<file path="src/rtl/aliw_pkg.sv">
// Shared types, character codes and mnemonic tables for the instruction encoder.
`default_nettype none
package aliw_pkg;

  localparam int unsigned SEGMENT_CHARS_DEF = 4;

  localparam logic [7:0] CH_SPACE = 8'h20;
  localparam logic [7:0] CH_TAB   = 8'h09;
  localparam logic [7:0] CH_SLASH = 8'h2F;
  localparam logic [7:0] CH_AT    = 8'h40;
  localparam logic [7:0] CH_EQ    = 8'h3D;
  localparam logic [7:0] CH_SEMI  = 8'h3B;
  localparam logic [7:0] CH_ZERO  = 8'h30;
  localparam logic [7:0] CH_NINE  = 8'h39;

  localparam logic [15:0] NUM_CLAMP = 16'd32768;
  localparam logic [15:0] NUM_MAX   = 16'd32767;
  localparam logic [2:0]  C_PREFIX  = 3'b111;

  localparam logic [1:0] ST_INSTR = 2'd0;
  localparam logic [1:0] ST_BLANK = 2'd1;
  localparam logic [1:0] ST_ERROR = 2'd2;

  typedef enum logic [2:0] {
    SEC_START = 3'b001,
    SEC_ADDR  = 3'b010,
    SEC_COMP  = 3'b100
  } sec_t;

  typedef struct packed {
    logic [7:0] char_code;
    logic       last_char;
  } char_t;

  typedef struct packed {
    logic [15:0] instr_word;
    logic [1:0]  line_status;
  } res_t;

  typedef struct packed {
    logic       hit;
    logic [6:0] code;
  } lk_t;

  function automatic lk_t comp_lookup(input logic [3:0] len, input logic [31:0] txt);
    lk_t r;
    r.hit  = 1'b1;
    r.code = '0;
    unique case ({len, txt})
      {4'd1, 32'h00000030}: r.code = 7'h2A;
      {4'd1, 32'h00000031}: r.code = 7'h3F;
      {4'd2, 32'h00002D31}: r.code = 7'h3A;
      {4'd1, 32'h00000044}: r.code = 7'h0C;
      {4'd1, 32'h00000041}: r.code = 7'h30;
      {4'd1, 32'h0000004D}: r.code = 7'h70;
      {4'd2, 32'h00002144}: r.code = 7'h0D;
      {4'd2, 32'h00002141}: r.code = 7'h31;
      {4'd2, 32'h0000214D}: r.code = 7'h71;
      {4'd2, 32'h00002D44}: r.code = 7'h0F;
      {4'd2, 32'h00002D41}: r.code = 7'h33;
      {4'd2, 32'h00002D4D}: r.code = 7'h73;
      {4'd3, 32'h00442B31}: r.code = 7'h1F;
      {4'd3, 32'h00412B31}: r.code = 7'h37;
      {4'd3, 32'h004D2B31}: r.code = 7'h77;
      {4'd3, 32'h00442D31}: r.code = 7'h0E;
      {4'd3, 32'h00412D31}: r.code = 7'h32;
      {4'd3, 32'h004D2D31}: r.code = 7'h72;
      {4'd3, 32'h00442B41}: r.code = 7'h02;
      {4'd3, 32'h00442B4D}: r.code = 7'h42;
      {4'd3, 32'h00442D41}: r.code = 7'h13;
      {4'd3, 32'h00442D4D}: r.code = 7'h53;
      {4'd3, 32'h00412D44}: r.code = 7'h07;
      {4'd3, 32'h004D2D44}: r.code = 7'h47;
      {4'd3, 32'h00442641}: r.code = 7'h00;
      {4'd3, 32'h0044264D}: r.code = 7'h40;
      {4'd3, 32'h00447C41}: r.code = 7'h15;
      {4'd3, 32'h00447C4D}: r.code = 7'h55;
      default:              r.hit  = 1'b0;
    endcase
    return r;
  endfunction

  function automatic lk_t dest_lookup(input logic [3:0] len, input logic [31:0] txt);
    lk_t r;
    r.hit  = 1'b1;
    r.code = '0;
    unique case ({len, txt})
      {4'd4, 32'h6E756C6C}: r.code = 7'd0;
      {4'd1, 32'h0000004D}: r.code = 7'd1;
      {4'd1, 32'h00000044}: r.code = 7'd2;
      {4'd2, 32'h00004D44}: r.code = 7'd3;
      {4'd1, 32'h00000041}: r.code = 7'd4;
      {4'd2, 32'h0000414D}: r.code = 7'd5;
      {4'd2, 32'h00004144}: r.code = 7'd6;
      {4'd3, 32'h00414D44}: r.code = 7'd7;
      default:              r.hit  = 1'b0;
    endcase
    return r;
  endfunction

  function automatic lk_t jump_lookup(input logic [3:0] len, input logic [31:0] txt);
    lk_t r;
    r.hit  = 1'b1;
    r.code = '0;
    unique case ({len, txt})
      {4'd4, 32'h6E756C6C}: r.code = 7'd0;
      {4'd3, 32'h004A4754}: r.code = 7'd1;
      {4'd3, 32'h004A4551}: r.code = 7'd2;
      {4'd3, 32'h004A4745}: r.code = 7'd3;
      {4'd3, 32'h004A4C54}: r.code = 7'd4;
      {4'd3, 32'h004A4E45}: r.code = 7'd5;
      {4'd3, 32'h004A4C45}: r.code = 7'd6;
      {4'd3, 32'h004A4D50}: r.code = 7'd7;
      default:              r.hit  = 1'b0;
    endcase
    return r;
  endfunction

endpackage
`default_nettype wire

</file>
<file path="src/rtl/aliw_if.sv">
// Valid/ready channel interfaces for source characters and encoded words.
`default_nettype none
interface aliw_in_if;
  logic       valid;
  logic       ready;
  logic [7:0] char_code;
  logic       last_char;

  modport source (output valid, output char_code, output last_char, input ready);
  modport sink   (input valid, input char_code, input last_char, output ready);
endinterface

interface aliw_out_if;
  logic        valid;
  logic        ready;
  logic [15:0] instr_word;
  logic [1:0]  line_status;

  modport source (output valid, output instr_word, output line_status, input ready);
  modport sink   (input valid, input instr_word, input line_status, output ready);
endinterface
`default_nettype wire

</file>
<file path="src/rtl/assembly_line_to_instruction_word_unit.sv">
// Top level of the assembly line to instruction word encoder.
// Usage:
//   in_ch carries one source character per word (char_code) with last_char
//   set on the final character of the line. Spaces and tabs are skipped and
//   a slash starts a comment that runs to the end of the line.
//   out_ch carries one word per line: instr_word and line_status
//   (instruction, blank/comment line, or error; instr_word is zero unless an
//   instruction). Characters other than the last produce no word.
//   Throughput: one character per cycle, sustained while no line end waits
//   on a held word, set by the single registered decode step between the
//   input register and the result register. The word for a line is formed
//   from its last character by the decode step and registered in the result
//   register, from which the receiver takes it.
//   Reset (rst_n low, synchronous) empties both registers and returns the
//   line state to the start of a line.
//   Receiver stall: characters that end no line keep flowing while a word
//   waits; a further line end is held in the input register and in_ch.ready
//   drops until the waiting word is taken.
`default_nettype none
module assembly_line_to_instruction_word_unit #(
  parameter int unsigned SEGMENT_CHARS = aliw_pkg::SEGMENT_CHARS_DEF
) (
  input  logic       clk,
  input  logic       rst_n,
  aliw_in_if.sink    in_ch,
  aliw_out_if.source out_ch
);

  aliw_pkg::char_t in_data;
  aliw_pkg::char_t s1_data;
  aliw_pkg::res_t  res;
  aliw_pkg::res_t  out_data;
  logic            s1_valid;
  logic            take;
  logic            res_valid;
  logic            room;

  assign in_data.char_code = in_ch.char_code;
  assign in_data.last_char = in_ch.last_char;

  aliw_in_stage u_in_stage (
    .clk      (clk),
    .rst_n    (rst_n),
    .in_valid (in_ch.valid),
    .in_ready (in_ch.ready),
    .in_data  (in_data),
    .take     (take),
    .s1_valid (s1_valid),
    .s1_data  (s1_data)
  );

  aliw_line_dec #(
    .SEGMENT_CHARS (SEGMENT_CHARS)
  ) u_line_dec (
    .clk       (clk),
    .rst_n     (rst_n),
    .s1_valid  (s1_valid),
    .s1_data   (s1_data),
    .out_room  (room),
    .take      (take),
    .res_valid (res_valid),
    .res       (res)
  );

  aliw_out_stage u_out_stage (
    .clk       (clk),
    .rst_n     (rst_n),
    .load      (res_valid),
    .load_data (res),
    .room      (room),
    .out_valid (out_ch.valid),
    .out_ready (out_ch.ready),
    .out_data  (out_data)
  );

  assign out_ch.instr_word  = out_data.instr_word;
  assign out_ch.line_status = out_data.line_status;

endmodule
`default_nettype wire

</file>
<file path="src/rtl/aliw_in_stage.sv">
// Input register holding one source character until the line decoder takes it.
`default_nettype none
module aliw_in_stage (
  input  logic            clk,
  input  logic            rst_n,
  input  logic            in_valid,
  output logic            in_ready,
  input  aliw_pkg::char_t in_data,
  input  logic            take,
  output logic            s1_valid,
  output aliw_pkg::char_t s1_data
);

  logic            valid_r;
  logic            valid_nxt;
  aliw_pkg::char_t data_r;

  assign in_ready  = !valid_r || take;
  assign valid_nxt = (in_valid && in_ready) || (valid_r && !take);
  assign s1_valid  = valid_r;
  assign s1_data   = data_r;

  always_ff @(posedge clk) begin
    if (!rst_n) begin
      valid_r <= 1'b0;
    end else begin
      valid_r <= valid_nxt;
    end
  end

  always_ff @(posedge clk) begin
    if (in_valid && in_ready) begin
      data_r <= in_data;
    end
  end

endmodule
`default_nettype wire

</file>
<file path="src/rtl/aliw_line_dec.sv">
// Line state and mnemonic decode: folds each character in and forms the word at line end.
`default_nettype none
module aliw_line_dec #(
  parameter int unsigned SEGMENT_CHARS = aliw_pkg::SEGMENT_CHARS_DEF
) (
  input  logic            clk,
  input  logic            rst_n,
  input  logic            s1_valid,
  input  aliw_pkg::char_t s1_data,
  input  logic            out_room,
  output logic            take,
  output logic            res_valid,
  output aliw_pkg::res_t  res
);

  localparam int unsigned TW = 8 * SEGMENT_CHARS;
  localparam int unsigned LW = $clog2(SEGMENT_CHARS + 1);
  localparam logic [LW-1:0] SEG_MAX = LW'(SEGMENT_CHARS);

  aliw_pkg::sec_t sec_r, sec_nxt;
  logic [15:0]    num_r, num_nxt;
  logic           digit_r, digit_nxt;
  logic [TW-1:0]  text_r, text_nxt;
  logic [LW-1:0]  len_r, len_nxt;
  logic           seen_a_r, seen_a_nxt;
  logic           seen_s_r, seen_s_nxt;
  logic [2:0]     dest_r, dest_nxt;
  logic [6:0]     comp_r, comp_nxt;
  logic           bad_r, bad_nxt;
  logic           cmt_r, cmt_nxt;

  logic [7:0]     ch;
  logic [18:0]    prod;
  aliw_pkg::lk_t  dest_cur, comp_cur, comp_fin, jump_fin;
  logic [6:0]     comp_use;

  assign ch   = s1_data.char_code;
  assign take = s1_valid && (!s1_data.last_char || out_room);
  assign prod = 19'(num_r) * 19'd10 + 19'(ch[3:0]);

  assign dest_cur = aliw_pkg::dest_lookup(4'(len_r), text_r[31:0]);
  assign comp_cur = aliw_pkg::comp_lookup(4'(len_r), text_r[31:0]);
  assign comp_fin = aliw_pkg::comp_lookup(4'(len_nxt), text_nxt[31:0]);
  assign jump_fin = aliw_pkg::jump_lookup(4'(len_nxt), text_nxt[31:0]);

  always_comb begin
    sec_nxt    = sec_r;
    num_nxt    = num_r;
    digit_nxt  = digit_r;
    text_nxt   = text_r;
    len_nxt    = len_r;
    seen_a_nxt = seen_a_r;
    seen_s_nxt = seen_s_r;
    dest_nxt   = dest_r;
    comp_nxt   = comp_r;
    bad_nxt    = bad_r;
    cmt_nxt    = cmt_r;
    if (!cmt_r && ch != aliw_pkg::CH_SPACE && ch != aliw_pkg::CH_TAB) begin
      if (ch == aliw_pkg::CH_SLASH) begin
        cmt_nxt = 1'b1;
      end else if (sec_r == aliw_pkg::SEC_ADDR) begin
        if (ch >= aliw_pkg::CH_ZERO && ch <= aliw_pkg::CH_NINE) begin
          num_nxt   = (prod > 19'(aliw_pkg::NUM_CLAMP)) ? aliw_pkg::NUM_CLAMP : prod[15:0];
          digit_nxt = 1'b1;
        end else begin
          bad_nxt = 1'b1;
        end
      end else if (sec_r == aliw_pkg::SEC_START && ch == aliw_pkg::CH_AT) begin
        sec_nxt = aliw_pkg::SEC_ADDR;
      end else begin
        sec_nxt = aliw_pkg::SEC_COMP;
        if (ch == aliw_pkg::CH_EQ) begin
          if (seen_a_r || seen_s_r) begin
            bad_nxt = 1'b1;
          end else begin
            seen_a_nxt = 1'b1;
            if (dest_cur.hit) begin
              dest_nxt = dest_cur.code[2:0];
            end else begin
              bad_nxt = 1'b1;
            end
            text_nxt = '0;
            len_nxt  = '0;
          end
        end else if (ch == aliw_pkg::CH_SEMI) begin
          if (seen_s_r) begin
            bad_nxt = 1'b1;
          end else begin
            seen_s_nxt = 1'b1;
            if (comp_cur.hit) begin
              comp_nxt = comp_cur.code;
            end else begin
              bad_nxt = 1'b1;
            end
            text_nxt = '0;
            len_nxt  = '0;
          end
        end else if (len_r >= SEG_MAX) begin
          bad_nxt = 1'b1;
        end else begin
          text_nxt = {text_r[TW-9:0], ch};
          len_nxt  = len_r + LW'(1);
        end
      end
    end
  end

  always_comb begin
    res             = '0;
    res.line_status = aliw_pkg::ST_ERROR;
    comp_use        = seen_s_nxt ? comp_nxt : comp_fin.code;
    unique case (sec_nxt)
      aliw_pkg::SEC_START: begin
        res.line_status = aliw_pkg::ST_BLANK;
      end
      aliw_pkg::SEC_ADDR: begin
        if (!bad_nxt && digit_nxt && num_nxt <= aliw_pkg::NUM_MAX) begin
          res.instr_word  = num_nxt;
          res.line_status = aliw_pkg::ST_INSTR;
        end
      end
      aliw_pkg::SEC_COMP: begin
        if (!bad_nxt && (seen_s_nxt ? jump_fin.hit : comp_fin.hit)) begin
          res.instr_word  = {aliw_pkg::C_PREFIX, comp_use, dest_nxt,
                             seen_s_nxt ? jump_fin.code[2:0] : 3'b000};
          res.line_status = aliw_pkg::ST_INSTR;
        end
      end
      default: begin
        res.line_status = aliw_pkg::ST_ERROR;
      end
    endcase
  end

  assign res_valid = take && s1_data.last_char;

  always_ff @(posedge clk) begin
    if (!rst_n || (take && s1_data.last_char)) begin
      sec_r    <= aliw_pkg::SEC_START;
      num_r    <= '0;
      digit_r  <= 1'b0;
      text_r   <= '0;
      len_r    <= '0;
      seen_a_r <= 1'b0;
      seen_s_r <= 1'b0;
      dest_r   <= '0;
      comp_r   <= '0;
      bad_r    <= 1'b0;
      cmt_r    <= 1'b0;
    end else if (take) begin
      sec_r    <= sec_nxt;
      num_r    <= num_nxt;
      digit_r  <= digit_nxt;
      text_r   <= text_nxt;
      len_r    <= len_nxt;
      seen_a_r <= seen_a_nxt;
      seen_s_r <= seen_s_nxt;
      dest_r   <= dest_nxt;
      comp_r   <= comp_nxt;
      bad_r    <= bad_nxt;
      cmt_r    <= cmt_nxt;
    end
  end

  a_clear_after_line: assert property (@(posedge clk) disable iff (!rst_n)
    res_valid |=> (sec_r == aliw_pkg::SEC_START && len_r == '0 && !bad_r))
    else $error("line state not cleared after result");

  a_zero_on_fault: assert property (@(posedge clk) disable iff (!rst_n)
    (res_valid && res.line_status != aliw_pkg::ST_INSTR) |-> res.instr_word == 16'd0)
    else $error("non-zero word with non-instruction status");

  a_len_bound: assert property (@(posedge clk) disable iff (!rst_n)
    len_r <= SEG_MAX)
    else $error("segment length beyond limit");

  a_num_bound: assert property (@(posedge clk) disable iff (!rst_n)
    num_r <= aliw_pkg::NUM_CLAMP)
    else $error("number accumulator beyond clamp");

endmodule
`default_nettype wire

</file>
<file path="src/rtl/aliw_out_stage.sv">
// Result register holding one encoded word until the receiver takes it.
`default_nettype none
module aliw_out_stage (
  input  logic           clk,
  input  logic           rst_n,
  input  logic           load,
  input  aliw_pkg::res_t load_data,
  output logic           room,
  output logic           out_valid,
  input  logic           out_ready,
  output aliw_pkg::res_t out_data
);

  logic           valid_r;
  logic           valid_nxt;
  aliw_pkg::res_t data_r;

  assign room      = !valid_r || out_ready;
  assign valid_nxt = load || (valid_r && !out_ready);
  assign out_valid = valid_r;
  assign out_data  = data_r;

  always_ff @(posedge clk) begin
    if (!rst_n) begin
      valid_r <= 1'b0;
    end else begin
      valid_r <= valid_nxt;
    end
  end

  always_ff @(posedge clk) begin
    if (load) begin
      data_r <= load_data;
    end
  end

  a_no_overwrite: assert property (@(posedge clk) disable iff (!rst_n)
    load |-> (!valid_r || out_ready))
    else $error("word loaded over an undelivered word");

endmodule
`default_nettype wire

</file>
<file path="src/flat_wrapper.sv">
// flat-port wrapper written by rule: the top's interface ports become plain ports
module assembly_line_to_instruction_word_unit_flat 
#(
  parameter int unsigned SEGMENT_CHARS = aliw_pkg::SEGMENT_CHARS_DEF
)
  (clk, rst_n, in_ch_valid, in_ch_char_code, in_ch_last_char, in_ch_ready, out_ch_valid, out_ch_instr_word, out_ch_line_status, out_ch_ready);
  aliw_in_if in_ch_i ();
  aliw_out_if out_ch_i ();
  input  logic clk;
  input  logic rst_n;
  input wire logic [$bits(in_ch_i.valid)-1:0] in_ch_valid;
  input wire logic [$bits(in_ch_i.char_code)-1:0] in_ch_char_code;
  input wire logic [$bits(in_ch_i.last_char)-1:0] in_ch_last_char;
  output wire logic [$bits(in_ch_i.ready)-1:0] in_ch_ready;
  output wire logic [$bits(out_ch_i.valid)-1:0] out_ch_valid;
  output wire logic [$bits(out_ch_i.instr_word)-1:0] out_ch_instr_word;
  output wire logic [$bits(out_ch_i.line_status)-1:0] out_ch_line_status;
  input wire logic [$bits(out_ch_i.ready)-1:0] out_ch_ready;
  assign in_ch_i.valid = in_ch_valid;
  assign in_ch_i.char_code = in_ch_char_code;
  assign in_ch_i.last_char = in_ch_last_char;
  assign in_ch_ready = in_ch_i.ready;
  assign out_ch_valid = out_ch_i.valid;
  assign out_ch_instr_word = out_ch_i.instr_word;
  assign out_ch_line_status = out_ch_i.line_status;
  assign out_ch_i.ready = out_ch_ready;
  assembly_line_to_instruction_word_unit #(.SEGMENT_CHARS(SEGMENT_CHARS)) u_core (.clk(clk), .rst_n(rst_n), .in_ch(in_ch_i), .out_ch(out_ch_i));
endmodule
</file>
<file path="config.mk">
export PLATFORM = sky130hd
export DESIGN_NAME = assembly_line_to_instruction_word_unit_flat
export DESIGN_NICKNAME = d
export VERILOG_FILES = /design/src/rtl/aliw_pkg.sv /design/src/rtl/aliw_if.sv /design/src/rtl/assembly_line_to_instruction_word_unit.sv /design/src/rtl/aliw_in_stage.sv /design/src/rtl/aliw_line_dec.sv /design/src/rtl/aliw_out_stage.sv /design/src/flat_wrapper.sv
export SDC_FILE = /design/constraint.sdc
export NUM_CORES = 1
export LEC_CHECK = 0
export ABC_AREA = 1
export BUFFER_PORTS_ARGS = -buffer_cell sky130_fd_sc_hd__buf_2
export CAP_MARGIN = 40
export CELL_PAD_IN_SITES_DETAIL_PLACEMENT = 1
export CELL_PAD_IN_SITES_GLOBAL_PLACEMENT = 2
export CORE_MARGIN = 2
export CORE_UTILIZATION = 34
export CTS_CLUSTER_DIAMETER = 100
export DETAILED_ROUTE_END_ITERATION = 16
export GPL_TIMING_DRIVEN = 0
export PLACE_DENSITY = 0.92
export REMOVE_ABC_BUFFERS = 1
export SLEW_MARGIN = 40
export SYNTH_ARGS = -nofsm -noshare
export SYNTH_HDL_FRONTEND = slang
export SYNTH_SLANG_ARGS = --single-unit
export TNS_END_PERCENT = 20
</file>
<file path="constraint.sdc">
create_clock -name clk -period 4.5 [get_ports clk]
set_input_delay 0.675 -clock clk [delete_from_list [all_inputs] [get_ports clk]]
set_output_delay 0.675 -clock clk [all_outputs]
set_load 0.01 [all_outputs]
</file>
==> results.yml, run 1 <==
placement:
  place_hpwl_um: 25100
  portBuffers: 32
  dpl_worst_slack_ns: -0.738
  gp_routability_congestion: 0.908
  place_inst: 1909
cells_and_area:
  layout-drive-gt1-share_pct: 9.20
  area_growth_pct: 10.0
  fin_nets: 1644
  fillers: 3683
  stdcell_count: 1939
  layout_commonest_cell: "nand2_1"
  final_cell_mix: "nand2_1 (423), nor2_1 (219), inv_1 (191), nand3_1 (162), a21oi_1 (96)"
  antenna_cells: 0
critical_path:
  cp_data_arrival_time_ns: 4.20
  r2r.worst_path.cells: 24
  crit_path_cell_trace: "inv_2 -> nand2_1 -> inv_2 -> nand3_2 -> nand2_4 -> clkinvlp_4 -> nand2_2 -> nand2_1 -> nand2_1 -> nand2_1 -> nor2_1 -> nand2_2 -> nor2_4 -> nand2_1 -> nand2_1 -> nand2_1 -> nand2_1 -> inv_1 -> nand2_1 -> nor2_1 -> nand2_2 -> nand2_1 -> nand2_1 -> nand2_1"
  slowest_delay_ns: 0.49
  crit_required_ns: 4.62
  crit_path_top_delay_cell: "edfxtp_1"
  timing.rr.start: "u_core.u_in_stage.s1_data[3]"
  r2r_slack_ns: 0.42
  start_kind: "flip-flop"
  path_class: "reg2reg"
  setup.worst_path.end_class: "flip-flop"
  r2r-end: "u_core.u_out_stage.out_data[1]"
  cpMostUsedCell: "nand2_1"
  crit_fanout: 32
grt:
  grt_pass1_vias: 10200
  grt_remaining_overflow: 0
  grt_start_max_net_pins: 55
  grt_use_total_pct: 23.1
  grt_pass1_wl_um: 53100
  antenna_found_initial: 0
pwr:
  p_switching_uw: 840
  leakage_nw: 5.13
  p_sw_share_pct: 35.4
  power_density_nw_per_um2: 232
  p_int_mw: 1.53
  comb_power_share_pct: 22.8
  seqPwrFrac_pct: 41.6
  peakVddDrop_mv: 0.213
  clkPwrFrac_pct: 35.6
synthesis:
  synth.top_cell.area_share_pct: 17.2
  ys_warn_count: 0
  synth_top_family_by_area: "simple AND/OR/NAND/NOR gates"
  synthMuxAreaShare_pct: 0
  synth_compound_area_share_pct: 12.9
  syn_area_um2: 9270
  yosysTopAreaCell: "nand2_1"
  postSynthCellCount: 1581
  synthArstFlopShare_pct: 0
  yosysUniqueCellTypes: 45
  synth_area_leaders: "nand2_1 (17%), dfxtp_1 (15%), nor2_1 (9.0%)"
  synth_enable_flop_cells: 27
  synth_fa_ha_area_share_pct: 5.29
  ys.flop_type: "dfxtp_1"
  synth_seq_cells: 98
  synthSimpleGateAreaFrac_pct: 44.7
  avgSynthCellArea_um2: 5.87
  synth_xor_area_share_pct: 1.97
  ys_seq_area_share_pct: 24.1
cts:
  root_buffer: "clkbuf_16"
  insertion_delay_ns: 0.37
  htree_levels: 3
  cts_inserted_buffers: 9
  clk_pin_slew_ns: 0.08
  cts.sinks: 98
  cts_tree: "yes"
  clock_path_buffers: 2
floorplan:
  die_x_um: 169
  rows: 60
  die_h_um: 169
  fp.coreArea_um2: 26900
  start_util_pct: 34.5
  ios: 33
  fp.dieArea_um2: 28600
job:
  cap_violations: 0
sta:
  fin_setup_tns_ns: 0
  tightestPinTransition_ns: 0.760
  fmax_ghz: 0.245
  finClkSkew_ns: 0.0177
  slew_headroom_pct: 48.9
  fin_ws_ns: 0.419
  finalCritPeriodShare_pct: 90.7
  period_needed_ns: 4.08
  drv_slew: 0
  hold_viol_final: 0
  setup_viol: 0
  rsz0062_at_grt: "no"
detailed_routing:
  vias_per_cell: 5.40
  wl_per_cell_um: 17.0
  firstDrtPassIters: 5
  drtAntennaViolNets: 0
  vias: 10500
  first_iter_violations: 863
  drc: 0
  wirelength_um: 32900
hold_path:
  hold_start: "u_core.u_line_dec.seen_a_r"
  hold_depth: 2
  min_path_type: "reg2reg"
  min_to: "u_core.u_line_dec.seen_a_r"
status:
  outcome: "finished, final reports clean"
area by class of cell:
class                   instances  area [um2]  area share (%)
inverters                     210         801            7.85
repair inverters                1        7.51          0.0736
repair buffers                 45         297            2.91
clock inverters                 7        86.3           0.846
well taps                     341         427            4.18
clock buffers                   9         225            2.21
multi-input cells            1228        6130            60.1
flip-flops and latches         98        2230            21.9
cells by family after synthesis:
group           Yosys count
simple gates            941
buf+inv                 257
compound gates          227
flops                    98
fa+ha+maj                38
xor+xnor                 20
critical path, delay by kind of cell (launching register included):
kind | cells | cell delay, ns
simple gates | 20 | 2.86
flops | 1 | 0.49
buf+inv | 4 | 0.48
power by group through the flow:
stage / registers [mW] / clock network, mW / logic [mW]
4_1_cts: 0.985 / 0.857 / 0.515
5_1_grt: 0.992 / 0.892 / 0.607
3_5_place_dp: 1.00 / 0 / 0.506
3_3_place_gp: 1.00 / 0 / 0.487
6_report: 0.986 / 0.845 / 0.540
2_1_floorplan: 0.993 / 0 / 0.360
worst max-delay path by stage:
stage                                       from                              to  slack, ns  depth (start not counted)
floorplan                           out_ch_ready         u_core.u_line_dec.bad_r       0.51                          9
global placement                    out_ch_ready     u_core.u_line_dec.text_r[7]      -1.95                         10
detailed placement  u_core.u_in_stage.s1_data[1]  u_core.u_out_stage.out_data[1]      -0.74                         22
CTS                   u_core.u_line_dec.num_r[1]  u_core.u_out_stage.out_data[2]       0.02                         16
global route        u_core.u_in_stage.s1_data[1]  u_core.u_out_stage.out_data[1]      0.007                         23
finish              u_core.u_in_stage.s1_data[3]  u_core.u_out_stage.out_data[1]       0.42                         24
state kept, by name, indices dropped and copies added, names as in the netlist, 3 cells and up:
signal / flops
u_core.u_line_dec.comp_r: 7
u_core.u_out_stage.out_data: 18
u_core.u_line_dec.num_r: 16
u_core.u_line_dec.len_r: 3
u_core.u_in_stage.s1_data: 9
u_core.u_line_dec.text_r: 32
u_core.u_line_dec.sec_r: 3
u_core.u_line_dec.dest_r: 3
Yosys cell counts, types with 4 or more instances:
cell type / instances
nor2_2: 17
o211ai_1: 4
and3_1: 4
buf_4: 10
o21ai_0: 99
inv_1: 194
nor2_1: 222
clkbuf_1: 26
o21ai_1: 9
nand3_1: 162
buf_2: 7
a31oi_1: 5
ha_1: 36
nand2_2: 12
nor2_4: 6
nand2_1: 426
edfxtp_1: 27
xor2_1: 17
nor3_1: 21
nand4_1: 43
dfxtp_1: 71
nand3_2: 5
a21oi_1: 97
or2_2: 4
nand3b_1: 7
inv_2: 14
what timing repair did:
action,4_1_cts,5_1_grt
resized for setup,4,15
setup endpoints to repair,17,28
setup buffers,0,10
pin swaps,0,4
cloned,1,2
hold buffers,0,0
routing by layer:
metal	routed length [um]	global-route usage, %
met1	15600	32.1
met2	15300	38.3
met3	1410	2.33
met4	639	6.28
met5	0	0
stage by stage:
| stage | total power, mW | area (um2) | hold WS (ns) | utilization [%] |
|---|---|---|---|---|
| final | 2.37 | 10200 | 0.468 | 38.0 |
| after global routing | 2.49 | 10200 | 0.475 | 38.0 |
| after CTS | 2.36 | 10000 | 0.464 | 37.3 |
| after detailed placement | 1.51 | 9680 | 0.454 | 36.0 |
| after global placement | 1.49 | 9620 | 0.444 | 35.8 |
| after floorplan | 1.35 | 9040 | 0.435 | - |
(Power assumes the default switching activity.)
==> run 2: changes to the inputs <==
Settings changed: CELL_PAD_IN_SITES_GLOBAL_PLACEMENT 2 to 1, CORE_UTILIZATION 34 to 37, PLACE_DENSITY 0.92 to 0.81.
==> results.yml, run 2 (synthesis results as in run 1) <==
cells_and_area:
  multi_input_area_um2: 6110
  layout_commonest_cell: "nand2_1"
  largest_register: "u_core.u_line_dec.text_r"
  fillers: 3403
  fin_nets: 1646
  layout-drive-gt1-share_pct: 9.06
  final_cell_mix: "nand2_1 (422), nor2_1 (220), inv_1 (190), nand3_1 (162), a21oi_1 (97)"
  antenna_cells: 0
  area_growth_pct: 9.51
  ff_latch_area_um2: 2230
  largest_register_ff_count: 32
  postLayoutCoreUtil_pct: 41.5
pwr:
  peakVddDrop_mv: 0.148
  leakage_nw: 5.13
  power_density_nw_per_um2: 230
critical_path:
  r2r_slack_ns: 0.25
  timing.rr.start: "u_core.u_in_stage.s1_data[3]"
  crit_fanout: 32
  setup.worst_path.end_class: "flip-flop"
  crit_start: "u_core.u_in_stage.s1_data[3]"
  path_class: "reg2reg"
  crit_required_ns: 4.61
  r2r.worst_path.cells: 22
  start_kind: "flip-flop"
  cp_data_arrival_time_ns: 4.37
  r2r-end: "u_core.u_out_stage.out_data[1]"
cts:
  cts.sinks: 98
  root_buffer: "clkbuf_16"
  clock_path_buffers: 2
  cts_inserted_buffers: 9
  insertion_delay_ns: 0.36
  cts_tree: "yes"
  holdBufCountCts: 0
  htree_levels: 3
  clk_pin_slew_ns: 0.08
hold_path:
  min_path_type: "reg2reg"
  min_to: "u_core.u_line_dec.seen_a_r"
  hold_depth: 2
  hold_start: "u_core.u_line_dec.seen_a_r"
detailed_routing:
  wirelength_um: 32700
  vias_per_cell: 5.46
  first_iter_violations: 886
  wl_per_cell_um: 17.0
  vias: 10500
  drc: 0
  drtAntennaViolNets: 0
  firstDrtPassIters: 5
grt:
  grt_pass1_wl_um: 52300
  antenna_found_initial: 0
  grt_start_max_net_pins: 72
  grt_remaining_overflow: 0
  grt_pass1_vias: 10200
  grt_use_total_pct: 24.5
floorplan:
  rows: 57
  start_util_pct: 37.9
  ios: 33
  fp.coreArea_um2: 24500
  die_h_um: 162
  fp.dieArea_um2: 26300
  die_x_um: 162
placement:
  portBuffers: 32
  place_hpwl_um: 24600
  gp_routability_congestion: 0.941
sta:
  finClkSkew_ns: 0.0116
  slew_headroom_pct: 49.3
  finalCritPeriodShare_pct: 94.6
  drv_slew: 0
  fmax_ghz: 0.235
  hold_slack_ns: 0.481
  period_needed_ns: 4.25
  tightestPinTransition_ns: 0.753
  hold_viol_final: 0
  setup_viol: 0
status:
  outcome: "finished, final reports clean"
job:
  cap_violations: 0
==> run 2: final cells by class <==
cell class                      count  area share [%]
Clock buffer                       10            2.25
Clock inverter                      6           0.653
Inverter                          210            7.85
Multi-Input combinational cell   1228            60.1
Sequential cell                    98            22.0
Tap cell                          324            3.99
Timing Repair Buffer               47            3.10
Timing Repair inverter              1          0.0493
==> run 2: worst max path at each step <==
stage                                                end  cells after the start
after floorplan                  u_core.u_line_dec.bad_r                      9
after global placement       u_core.u_line_dec.text_r[7]                     10
after detailed placement  u_core.u_out_stage.out_data[1]                     22
after CTS                 u_core.u_out_stage.out_data[1]                     17
after global routing      u_core.u_out_stage.out_data[1]                     22
final                     u_core.u_out_stage.out_data[1]                     22
==> run 2: worst max-delay path, stage by stage, from the launching register on <==
cell and delay (ns):
edfxtp_1 0.51, inv_2 0.13, nand2_1 0.10, inv_2 0.08, nand3_2 0.14, nand2_4 0.35, clkinvlp_2 0.60, nand3_1 0.34
nand2_1 0.11, nand2_2 0.11, nand2_1 0.06, nor2_1 0.36, nand2_1 0.11, nor2_1 0.10, nand3_1 0.10, nand2_1 0.09
inv_2 0.04, nand3_1 0.10, nor2_1 0.09, nor2_2 0.19, nand2_1 0.13, nand2_1 0.09, nand2_1 0.06
==> run 2: report_power, final <==
group          total, mW  switching [mW]  internal (mW)  leakage (nW)
Combinational      0.542           0.398          0.144          4.16
Clock              0.810           0.376          0.434         0.137
Sequential         0.986          0.0423          0.944         0.833
==> run 2: stage by stage <==
stage                     TNS (ns)  total power, mW  cells  setup WS [ns]  area (um2)
after floorplan                  0             1.35   1534          0.515        9040
after global placement     -112.90             1.48   1890          -1.84        9600
after detailed placement     -5.71             1.51   1893         -0.460        9670
after CTS                        0             2.32   1910         0.0267        9990
after global routing      -0.00741             2.44   1924       -0.00741       10200
final                            0             2.34   1924          0.245       10200
==> run 2: timing repair <==
item	4_1_cts	5_1_grt
pin swaps	0	4
hold endpoints to repair	0	0
endpoints found under the setup margin	18	28
buffers inserted	0	12
resized for setup	4	12
gates cloned	1	2
==> run 2: layer usage <==
layer	up-vias	GRT usage [%]	share of wire (%)
met5	-	0	0
met4	0	5.43	1.2
met3	29	2.63	3.9
met2	192	39.9	45
met1	5120	35.1	50
li1	5160	-	-
